## src/sv/ucfd_pkg.sv

```systemverilog
`default_nettype none

package ucfd_pkg;

    typedef enum logic [3:0] {
        OP_PUSH_NONVOL      = 4'd0,
        OP_ALLOC_LARGE      = 4'd1,
        OP_ALLOC_SMALL      = 4'd2,
        OP_SET_FPREG        = 4'd3,
        OP_SAVE_NONVOL      = 4'd4,
        OP_SAVE_NONVOL_FAR  = 4'd5,
        OP_EPILOG           = 4'd6,
        OP_SPARE            = 4'd7,
        OP_SAVE_XMM128      = 4'd8,
        OP_SAVE_XMM128_FAR  = 4'd9,
        OP_PUSH_MACHFRAME   = 4'd10
    } opcode_t;

    localparam logic [3:0]  FP_REG_NUM       = 4'd5;
    localparam logic [3:0]  INFO_ALLOC_SCALED = 4'd0;
    localparam logic [3:0]  INFO_ALLOC_RAW    = 4'd1;
    localparam logic [31:0] PUSH_SIZE        = 32'h0000_0008;
    localparam logic [31:0] MACHFRAME_SIZE   = 32'h0000_0028;
    localparam logic [31:0] MACHFRAME_ERR_SIZE = 32'h0000_0030;

    typedef struct packed {
        logic [31:0] frame_size;
        logic [31:0] fp_offset;
        logic        machframe;
        logic [1:0]  pending;
        logic [31:0] operand_acc;
        logic [7:0]  held_offset;
        logic [7:0]  held_op_info;
    } ucfd_state_t;

    typedef struct packed {
        logic [7:0]  prolog_offset;
        logic [7:0]  op_and_info;
        logic [31:0] frame_size_after;
        logic [31:0] fp_save_offset;
        logic        machine_frame;
        logic        truncated;
        logic        end_of_codes;
    } ucfd_rec_t;

endpackage

`default_nettype wire

```

## src/sv/ucfd_decode.sv

```systemverilog
`default_nettype none

module ucfd_decode
    import ucfd_pkg::*;
(
    input  ucfd_state_t cur,
    input  logic        first,
    input  logic [7:0]  slot_low,
    input  logic [7:0]  slot_high,
    input  logic        last,
    output ucfd_state_t nxt,
    output logic        emit,
    output ucfd_rec_t   rec
);

    function automatic logic [1:0] operand_slots(input logic [7:0] op_info);
        logic [3:0] info;
        logic [1:0] n;
        begin
            info = op_info[7:4];
            unique case (opcode_t'(op_info[3:0]))
                OP_ALLOC_LARGE:
                begin
                    if (info == INFO_ALLOC_SCALED)
                        n = 2'd1;
                    else if (info == INFO_ALLOC_RAW)
                        n = 2'd2;
                    else
                        n = 2'd0;
                end
                OP_SAVE_NONVOL, OP_SAVE_XMM128:         n = 2'd1;
                OP_SAVE_NONVOL_FAR, OP_SAVE_XMM128_FAR: n = 2'd2;
                default:                                n = 2'd0;
            endcase
            return n;
        end
    endfunction

    ucfd_state_t st;
    logic [15:0] word;
    logic [1:0]  n_new;
    logic [1:0]  n_total;
    logic [1:0]  pend_dec;
    logic [31:0] acc_next;
    logic [1:0]  pend_next;
    logic [7:0]  held_off_next;
    logic [7:0]  held_op_next;
    logic        do_apply;
    logic [7:0]  apply_op;
    logic [31:0] apply_operand;
    logic [7:0]  rec_off;
    logic [7:0]  rec_op;
    logic        rec_trunc;
    logic        rec_end;

    logic [3:0]  a_info;
    logic [31:0] addend;
    logic [31:0] size_sum;
    logic [31:0] new_size;
    logic [31:0] new_fp;
    logic        new_mf;

    // A new code array starts from a clean state.
    assign st   = first ? '0 : cur;
    assign word = {slot_high, slot_low};

    always_comb
    begin
        n_new         = operand_slots(slot_high);
        n_total       = operand_slots(st.held_op_info);
        pend_dec      = st.pending - 2'd1;
        acc_next      = st.operand_acc;
        pend_next     = st.pending;
        held_off_next = st.held_offset;
        held_op_next  = st.held_op_info;
        do_apply      = 1'b0;
        apply_op      = slot_high;
        apply_operand = '0;
        emit          = 1'b0;
        rec_off       = slot_low;
        rec_op        = slot_high;
        rec_trunc     = 1'b0;
        rec_end       = last;
        if (st.pending == 2'd0)
        begin
            if (n_new == 2'd0)
            begin
                do_apply = 1'b1;
                emit     = 1'b1;
            end
            else
            begin
                held_off_next = slot_low;
                held_op_next  = slot_high;
                acc_next      = '0;
                pend_next     = last ? 2'd0 : n_new;
                emit          = last;
                rec_trunc     = 1'b1;
            end
        end
        else
        begin
            // Second slot of a two-slot operand fills the upper half.
            if (n_total == 2'd2 && st.pending == 2'd1)
                acc_next = {word, st.operand_acc[15:0]};
            else
                acc_next = {16'd0, word};
            apply_op      = st.held_op_info;
            apply_operand = acc_next;
            rec_off       = st.held_offset;
            rec_op        = st.held_op_info;
            if (pend_dec == 2'd0)
            begin
                pend_next = 2'd0;
                do_apply  = 1'b1;
                emit      = 1'b1;
            end
            else
            begin
                pend_next = last ? 2'd0 : pend_dec;
                emit      = last;
                rec_trunc = 1'b1;
            end
        end
    end

    // Frame size, frame pointer and machine frame effect of a completed code.
    assign a_info   = apply_op[7:4];
    assign size_sum = st.frame_size + addend;

    always_comb
    begin
        addend = '0;
        new_fp = st.fp_offset;
        new_mf = st.machframe;
        unique case (opcode_t'(apply_op[3:0]))
            OP_PUSH_NONVOL:
            begin
                addend = PUSH_SIZE;
                if (a_info == FP_REG_NUM)
                    new_fp = st.frame_size;
            end
            OP_ALLOC_LARGE:
            begin
                if (a_info == INFO_ALLOC_SCALED)
                    addend = {13'd0, apply_operand[15:0], 3'd0};
                else if (a_info == INFO_ALLOC_RAW)
                    addend = apply_operand;
            end
            OP_ALLOC_SMALL:
                addend = {25'd0, a_info, 3'd0} + PUSH_SIZE;
            OP_SAVE_NONVOL:
            begin
                if (a_info == FP_REG_NUM)
                    new_fp = {13'd0, apply_operand[15:0], 3'd0};
            end
            OP_SAVE_NONVOL_FAR:
            begin
                if (a_info == FP_REG_NUM)
                    new_fp = apply_operand;
            end
            OP_PUSH_MACHFRAME:
            begin
                addend = (a_info != 4'd0) ? MACHFRAME_ERR_SIZE : MACHFRAME_SIZE;
                new_mf = 1'b1;
            end
            default:
            begin
                addend = '0;
            end
        endcase
    end

    assign new_size = size_sum;

    assign nxt.frame_size   = do_apply ? new_size : st.frame_size;
    assign nxt.fp_offset    = do_apply ? new_fp : st.fp_offset;
    assign nxt.machframe    = do_apply ? new_mf : st.machframe;
    assign nxt.pending      = pend_next;
    assign nxt.operand_acc  = acc_next;
    assign nxt.held_offset  = held_off_next;
    assign nxt.held_op_info = held_op_next;

    assign rec.prolog_offset    = rec_off;
    assign rec.op_and_info      = rec_op;
    assign rec.frame_size_after = nxt.frame_size;
    assign rec.fp_save_offset   = nxt.fp_offset;
    assign rec.machine_frame    = nxt.machframe;
    assign rec.truncated        = rec_trunc;
    assign rec.end_of_codes     = rec_end;

endmodule

`default_nettype wire

```

## src/sv/unwind_code_frame_decoder_top.sv

```systemverilog
`default_nettype none

// Decodes an x64 prolog unwind code array, one two-byte slot per transaction, and emits one
// record per completed code with the running frame size, the frame pointer save offset and
// the machine frame flag; a code whose operand slots are cut short by last gives a record
// marked truncated. The block takes a slot every cycle unless slot_stall is high: a slot
// lands in an input register, the decode and 32-bit frame size add run on it against the
// per-function state, and the record is held in an output register. Operand slots that do
// not complete a code give no record. A stalled record holds the decode step, and the slot
// input stalls only while both registers are full.
module unwind_code_frame_decoder_top
    import ucfd_pkg::*;
(
    input  wire logic        clk,
    input  wire logic        rst_n,
    input  wire logic        slot_valid,
    output logic             slot_stall,
    input  wire logic        first,
    input  wire logic [7:0]  slot_low,
    input  wire logic [7:0]  slot_high,
    input  wire logic        last,
    output logic             rec_valid,
    input  wire logic        rec_stall,
    output logic [7:0]       prolog_offset,
    output logic [7:0]       op_and_info,
    output logic [31:0]      frame_size_after,
    output logic [31:0]      frame_ptr_save_offset,
    output logic             machine_frame,
    output logic             truncated,
    output logic             end_of_codes
);

    logic        in_valid_reg;
    logic        first_reg;
    logic [7:0]  low_reg;
    logic [7:0]  high_reg;
    logic        last_reg;

    ucfd_state_t st_reg;
    ucfd_state_t st_next;
    logic        emit;
    ucfd_rec_t   rec_next;
    ucfd_rec_t   rec_reg;
    logic        rec_valid_reg;

    logic        out_free;
    logic        advance;
    logic        slot_take;

    assign out_free   = !rec_valid_reg || !rec_stall;
    assign advance    = in_valid_reg && out_free;
    assign slot_stall = in_valid_reg && !out_free;
    assign slot_take  = slot_valid && !slot_stall;

    ucfd_decode u_decode (
        .cur       (st_reg),
        .first     (first_reg),
        .slot_low  (low_reg),
        .slot_high (high_reg),
        .last      (last_reg),
        .nxt       (st_next),
        .emit      (emit),
        .rec       (rec_next)
    );

    always_ff @(posedge clk or negedge rst_n)
    begin
        if (!rst_n)
        begin
            in_valid_reg  <= 1'b0;
            rec_valid_reg <= 1'b0;
            st_reg        <= '0;
        end
        else
        begin
            if (slot_take)
                in_valid_reg <= 1'b1;
            else if (advance)
                in_valid_reg <= 1'b0;
            if (advance)
            begin
                st_reg        <= st_next;
                rec_valid_reg <= emit;
            end
            else if (!rec_stall)
            begin
                rec_valid_reg <= 1'b0;
            end
        end
    end

    always_ff @(posedge clk)
    begin
        if (slot_take)
        begin
            first_reg <= first;
            low_reg   <= slot_low;
            high_reg  <= slot_high;
            last_reg  <= last;
        end
        if (advance && emit)
            rec_reg <= rec_next;
    end

    assign rec_valid             = rec_valid_reg;
    assign prolog_offset         = rec_reg.prolog_offset;
    assign op_and_info           = rec_reg.op_and_info;
    assign frame_size_after      = rec_reg.frame_size_after;
    assign frame_ptr_save_offset = rec_reg.fp_save_offset;
    assign machine_frame         = rec_reg.machine_frame;
    assign truncated             = rec_reg.truncated;
    assign end_of_codes          = rec_reg.end_of_codes;

endmodule

`default_nettype wire

```

## config.mk

```make
export PLATFORM = sky130hd
export DESIGN_NAME = unwind_code_frame_decoder_top
export DESIGN_NICKNAME = d
export VERILOG_FILES = /design/src/sv/ucfd_pkg.sv /design/src/sv/ucfd_decode.sv /design/src/sv/unwind_code_frame_decoder_top.sv
export SDC_FILE = /design/constraint.sdc
export NUM_CORES = 1
export LEC_CHECK = 0
export ABC_AREA = 1
export CORE_MARGIN = 3
export CORE_UTILIZATION = 45
export CTS_CLUSTER_DIAMETER = 60
export DETAILED_ROUTE_END_ITERATION = 10
export DONT_BUFFER_PORTS = 1
export PLACE_DENSITY_LB_ADDON = 0.25
export SKIP_CTS_REPAIR_TIMING = 1
export SYNTH_ARGS = -nofsm -noshare
export SYNTH_HDL_FRONTEND = slang
export SYNTH_HIERARCHICAL = 1
export SYNTH_SLANG_ARGS = --single-unit
```

## constraint.sdc

```tcl
create_clock -name clk -period 6.6 [get_ports clk]
set_clock_uncertainty 0.05 [all_clocks]
set_input_delay 0.33 -clock clk [delete_from_list [all_inputs] [get_ports clk]]
set_output_delay 0.33 -clock clk [all_outputs]
set_load 0.02 [all_outputs]
```

==> results.py, run 1 <==
metrics = {
    "run_status": {
        "status": "finished, final reports clean",
    },
    "setup_path": {
        "rr_startpoint": "first_reg",
        "cp_max_fo": 48,
        "r2r-end": "st_reg[110]",
        "worstPathRequired_ns": 6.98,
        "crit_start": "first_reg",
        "cp_num_buf_inv": 5,
        "cp_top_family": "simple AND/OR/NAND/NOR gates",
        "critPathArrivalTime_ns": 5.57,
        "cp_common_cell": "nand2_1",
        "worstSetupEndpointType": "flop",
        "start_kind": "flop",
        "critPathSlowestCell": "buf_4",
        "critical_path.max_stage_delay_ns": 0.49,
        "reg2reg_depth": 29,
        "regToRegSetupSlack_ns": 1.41,
        "critPathKind": "flop to flop",
    },
    "clocking": {
        "worst_skew_pair.late_latency_ns": 0.54,
        "clockBufferDepth": 3,
        "cts_inserted_buffers": 26,
        "clock_sinks": 202,
        "cts_tree": "done",
        "path_clk_slew_ns": 0.06,
        "cts-root-buf": "clkbuf_16",
        "htree_levels": 1,
    },
    "placement": {
        "portBuffers": 0,
        "post-place-cells": 2054,
        "dp_hpwl_mm": 27.9,
        "routabilityCongestion": 0.961,
        "dpl_worst_slack_ns": 1.53,
        "place_area_um2": 12900,
    },
    "hold_path": {
        "hold_end": "st_reg[105]",
        "min_path_cells": 3,
        "min_from": "rec_stall",
        "hold_class": "input pin to flop",
    },
    "global_route": {
        "grt_start_max_net_pins": 102,
        "grt_overflow_total": 0,
        "grt_pass1_vias": 10900,
        "grt_pass1_wl_mm": 62.8,
        "antenna_found_initial": 0,
        "grt_usage_pct": 25.1,
    },
    "yosys": {
        "synth_cells": 1811,
        "ys_warn_count": 6,
        "synthesis.area_um2": 13300,
        "synthesis.nets": 1871,
        "avgSynthCellArea_um2": 7.37,
    },
    "die": {
        "core_um2": 28900,
        "num_rows": 62,
        "die_w_um": 178,
        "num_io_pins": 107,
        "die_h_um": 178,
        "die-area_um2": 31700,
        "start_util_pct": 46.1,
    },
    "power": {
        "p_int_mw": 2.82,
        "cellPowerDensity_nw_per_um2": 312,
        "leakage_nw": 6.71,
        "p_seq_share_pct": 40.4,
        "finalPower_mw": 4.40,
        "p_sw_mw": 1.59,
        "swShare_pct": 36.0,
        "clkPwrFrac_pct": 35.5,
        "peakVddDrop_v": 0.000210,
        "comb_power_share_pct": 24.0,
    },
    "drt": {
        "route.met2.wl_mm": 18.0,
        "met3_length_mm": 2.66,
        "drt_iter0_drc": 1305,
        "vias_per_cell": 5.50,
        "drc": 0,
        "dr.pass1.iters": 6,
        "ant_nets": 0,
        "wl_met1_mm": 17.9,
        "routed_wl_mm": 39.9,
        "drt-wirelength-per-cell_um": 18.8,
        "vias": 11700,
        "highest_layer": "met4",
    },
    "timing": {
        "relSlewSlack_pct": 8.36,
        "fin_crit_sh_pct": 78.6,
        "maxSlewViolCount": 0,
        "tightest_slew_ns": 1.37,
        "fin_crit_ns": 5.19,
        "fmax_ghz": 0.193,
        "setup_ws_ns": 1.41,
        "setup_viol": 0,
        "hold_violations": 0,
        "rsz0062_at_grt": "no",
        "timing.hold.ws_ns": 0.205,
        "tns_ns": 0,
    },
    "final_layout": {
        "nFillCells": 2875,
        "instances_no_fill": 2121,
        "layout_commonest_cell": "nand2_1",
        "seqCellArea_um2": 5560,
        "fin_nets": 1779,
        "final_cell_mix": "nand2_1 (628), nand3_1 (188), inv_1 (171)",
        "multi_input_area_um2": 6090,
        "synthToLayoutAreaGrowth_pct": 5.82,
        "fin_util_pct": 48.8,
        "largest_reg_flops": 99,
        "fin_area_um2": 14100,
        "insertedDiodeCount": 0,
        "drive_above_1_share_pct": 6.85,
    },
    "job": {
        "cap_viol_max_count": 0,
    },
}
## layout make-up
cell class	instances	share of cell area, %
Multi-Input combinational cell	1268	43.1
Clock buffer	29	4.91
Inverter	187	5.02
Clock inverter	17	1.83
Timing Repair Buffer	34	2.30
Tap cell	384	3.40
Sequential cell	202	39.4
## power by group through the flow
stage / sequential (mW) / combinational [mW] / clock [mW]
after global placement: 1.80 / 1.01 / 0
after floorplan: 1.77 / 0.826 / 0
after detailed placement: 1.80 / 1.02 / 0
final: 1.78 / 1.06 / 1.57
after CTS: 1.78 / 1.02 / 1.60
after global routing: 1.80 / 1.16 / 1.64
## routing by layer
metal / track usage, % / up-vias
met1: 35.6 / 5533
met2: 39.1 / 460
li1: - / 5592
met3: 3.92 / 78
met5: 0 / -
met4: 8.64 / 0
## worst reg2reg max path: cells and delay by family, from the launching register on
family | cells | cell delay, ns
and+or+nand+nor | 19 | 2.40
buffers and inverters | 5 | 1.20
adders and majority gates | 2 | 0.60
DFF | 1 | 0.43
AOI/OAI and AO/OA | 3 | 0.43
## worst max path at each step
| stage | to | slack (ns) | cells after the start |
|---|---|---|---|
| global route | st_reg[114] | 1.04 | 30 |
| global placement | st_reg[110] | 1.59 | 29 |
| detailed placement | st_reg[110] | 1.53 | 29 |
| finish | st_reg[110] | 1.41 | 29 |
| floorplan | end_of_codes | 0.43 | 14 |
| CTS | st_reg[110] | 1.49 | 29 |
No activity file was read; power rests on OpenSTA's default activity.
==> run 2, diff against run 1 <==
clock period = 5.3 ns   (was 6.6 ns; I/O delays follow)
==> run 2 against run 1 <==
Via count decreased by 0.58%. Die area unchanged. Maximum frequency is 6.6% higher. Cell area down 0.13%. Sequential power rose by 25%. Global-route usage up 0.17 points. Register-to-register slack worse by 0.98 ns. Critical path depth is 5 lower. Non-clock buffer count grew 2. Flip-flop and latch count stayed put. Clock power up 17%.
==> results.py, run 2 (synthesis results as in run 1) <==
metrics = {
    "setup_path": {
        "r2r-end": "st_reg[93]",
        "worstSetupEndpointType": "flop",
        "reg2reg_depth": 24,
        "critPathKind": "flop to flop",
        "worstPathRequired_ns": 5.71,
        "start_kind": "flop",
        "rr_startpoint": "first_reg",
        "regToRegSetupSlack_ns": 0.43,
        "cp_max_fo": 44,
        "critPathArrivalTime_ns": 5.27,
    },
    "timing": {
        "timing.hold.ws_ns": 0.274,
        "setup_viol": 0,
        "fmax_ghz": 0.205,
        "maxSlewViolCount": 0,
        "fin_crit_sh_pct": 91.8,
        "relSlewSlack_pct": 51.0,
        "setup_ws_ns": 0.433,
        "hold_violations": 0,
        "tightest_slew_ns": 0.734,
        "fin_crit_ns": 4.87,
    },
    "die": {
        "die_h_um": 178,
        "num_rows": 62,
        "die-area_um2": 31700,
        "die_w_um": 178,
        "start_util_pct": 46.1,
        "num_io_pins": 107,
        "core_um2": 28900,
    },
    "global_route": {
        "grt_pass1_wl_mm": 63.2,
        "grt_pass1_vias": 11000,
        "antenna_found_initial": 0,
        "grt_start_max_net_pins": 102,
        "grt_usage_pct": 25.3,
        "grt_overflow_total": 0,
    },
    "final_layout": {
        "nFillCells": 2855,
        "layout_commonest_cell": "nand2_1",
        "drive_above_1_share_pct": 7.18,
        "fin_util_pct": 48.7,
        "largest_reg_flops": 99,
        "synthToLayoutAreaGrowth_pct": 5.68,
        "final_cell_mix": "nand2_1 (628), nand3_1 (187), inv_1 (171)",
        "insertedDiodeCount": 0,
        "fin_nets": 1781,
        "fin_area_um2": 14100,
    },
    "drt": {
        "drc": 0,
        "routed_wl_mm": 40.2,
        "dr.pass1.iters": 5,
        "vias_per_cell": 5.46,
        "ant_nets": 0,
        "vias": 11600,
        "drt_iter0_drc": 1214,
        "drt-wirelength-per-cell_um": 18.9,
    },
    "clocking": {
        "cts-root-buf": "clkbuf_16",
        "cts_tree": "done",
        "path_clk_slew_ns": 0.06,
        "clockBufferDepth": 3,
        "htree_levels": 1,
        "worst_skew_pair.late_latency_ns": 0.54,
        "clock_sinks": 202,
        "cts_inserted_buffers": 26,
    },
    "power": {
        "swShare_pct": 37.0,
        "p_sw_mw": 1.99,
        "cellPowerDensity_nw_per_um2": 381,
        "p_seq_share_pct": 41.3,
        "peakVddDrop_v": 0.000251,
        "p_int_mw": 3.39,
        "comb_power_share_pct": 24.6,
        "clkPwrFrac_pct": 34.0,
        "finalPower_mw": 5.37,
        "leakage_nw": 6.70,
    },
    "hold_path": {
        "hold_class": "input pin to async pin",
    },
    "placement": {
        "portBuffers": 0,
        "dpl_worst_slack_ns": 0.195,
        "routabilityCongestion": 0.946,
        "place_area_um2": 13000,
        "dp_hpwl_mm": 28.1,
    },
    "run_status": {
        "status": "finished, final reports clean",
    },
    "job": {
        "cap_viol_max_count": 0,
    },
}
==> run 2: cell count changes in the layout (fill, tap and decap cells not counted), moves of 2 or more <==
cell,previous run,this run
o21ai_1,31,34
clkinv_1,3,0
bufinv_16,6,3
o21ai_0,69,66
clkinv_2,1,4
clkbuf_1,1,3
==> run 2: stage by stage <==
stage / std cells / setup TNS (ns)
final: 2125 / 0
after floorplan: 1811 / 0
after detailed placement: 2056 / 0
after global placement: 2056 / 0
after CTS: 2104 / 0
after global routing: 2125 / -0.0124
==> run 2: critical path: stages (launching register included) <==
cell and delay, ns:
edfxtp_1 0.43, inv_4 0.09, nand2_1 0.11, ha_1 0.27
inv_4 0.15, buf_4 0.44, nand2_1 0.14, nand2_2 0.12
nand2_1 0.11, nor2_1 0.17, nand3_2 0.32, nor2_1 0.22
ha_1 0.22, inv_1 0.07, fa_1 0.40, o21ai_1 0.40
nand2_1 0.09, nand2_1 0.14, nand2_1 0.07, nand2_1 0.09
xor2_1 0.24, nand2_1 0.08, o21ai_0 0.12, nand3_1 0.10
nand2_1 0.11
==> run 2: worst max path at each step <==
stage / from / endpoint / slack, ns / cells past startpoint
global placement: first_reg / st_reg[93] / 0.34 / 24
global route: first_reg / st_reg[93] / -0.01 / 24
CTS: first_reg / st_reg[93] / 0.15 / 24
finish: first_reg / st_reg[93] / 0.43 / 24
detailed placement: first_reg / st_reg[111] / 0.20 / 26
floorplan: first_reg / frame_size_after[30] / 0.32 / 32
==> run 2: area by class of cell <==
type / instances / area (µm²) / area share [%]
clock buffers: 31 / 701 / 4.97
well taps: 384 / 480 / 3.41
repair buffers: 36 / 353 / 2.50
clock inverters: 17 / 199 / 1.41
inverters: 187 / 709 / 5.03
multi-input cells: 1268 / 6090 / 43.2
flip-flops and latches: 202 / 5560 / 39.5
==> run 2: power by group through the flow <==
stage | registers [mW] | logic (mW) | clock network, mW
floorplan | 2.20 | 1.03 | 0
global placement | 2.25 | 1.26 | 0
detailed placement | 2.25 | 1.27 | 0
CTS | 2.23 | 1.28 | 1.87
global route | 2.25 | 1.47 | 1.93
finish | 2.22 | 1.32 | 1.83
==> run 2: per-layer routing <==
layer | vias to the layer above | part of all wire, % | GRT usage (%)
met5 | - | 0 | 0
met4 | 0 | 4.1 | 9.12
met3 | 88 | 6.6 | 4.19
met2 | 444 | 44 | 39.3
met1 | 5466 | 45 | 35.6
li1 | 5597 | - | -
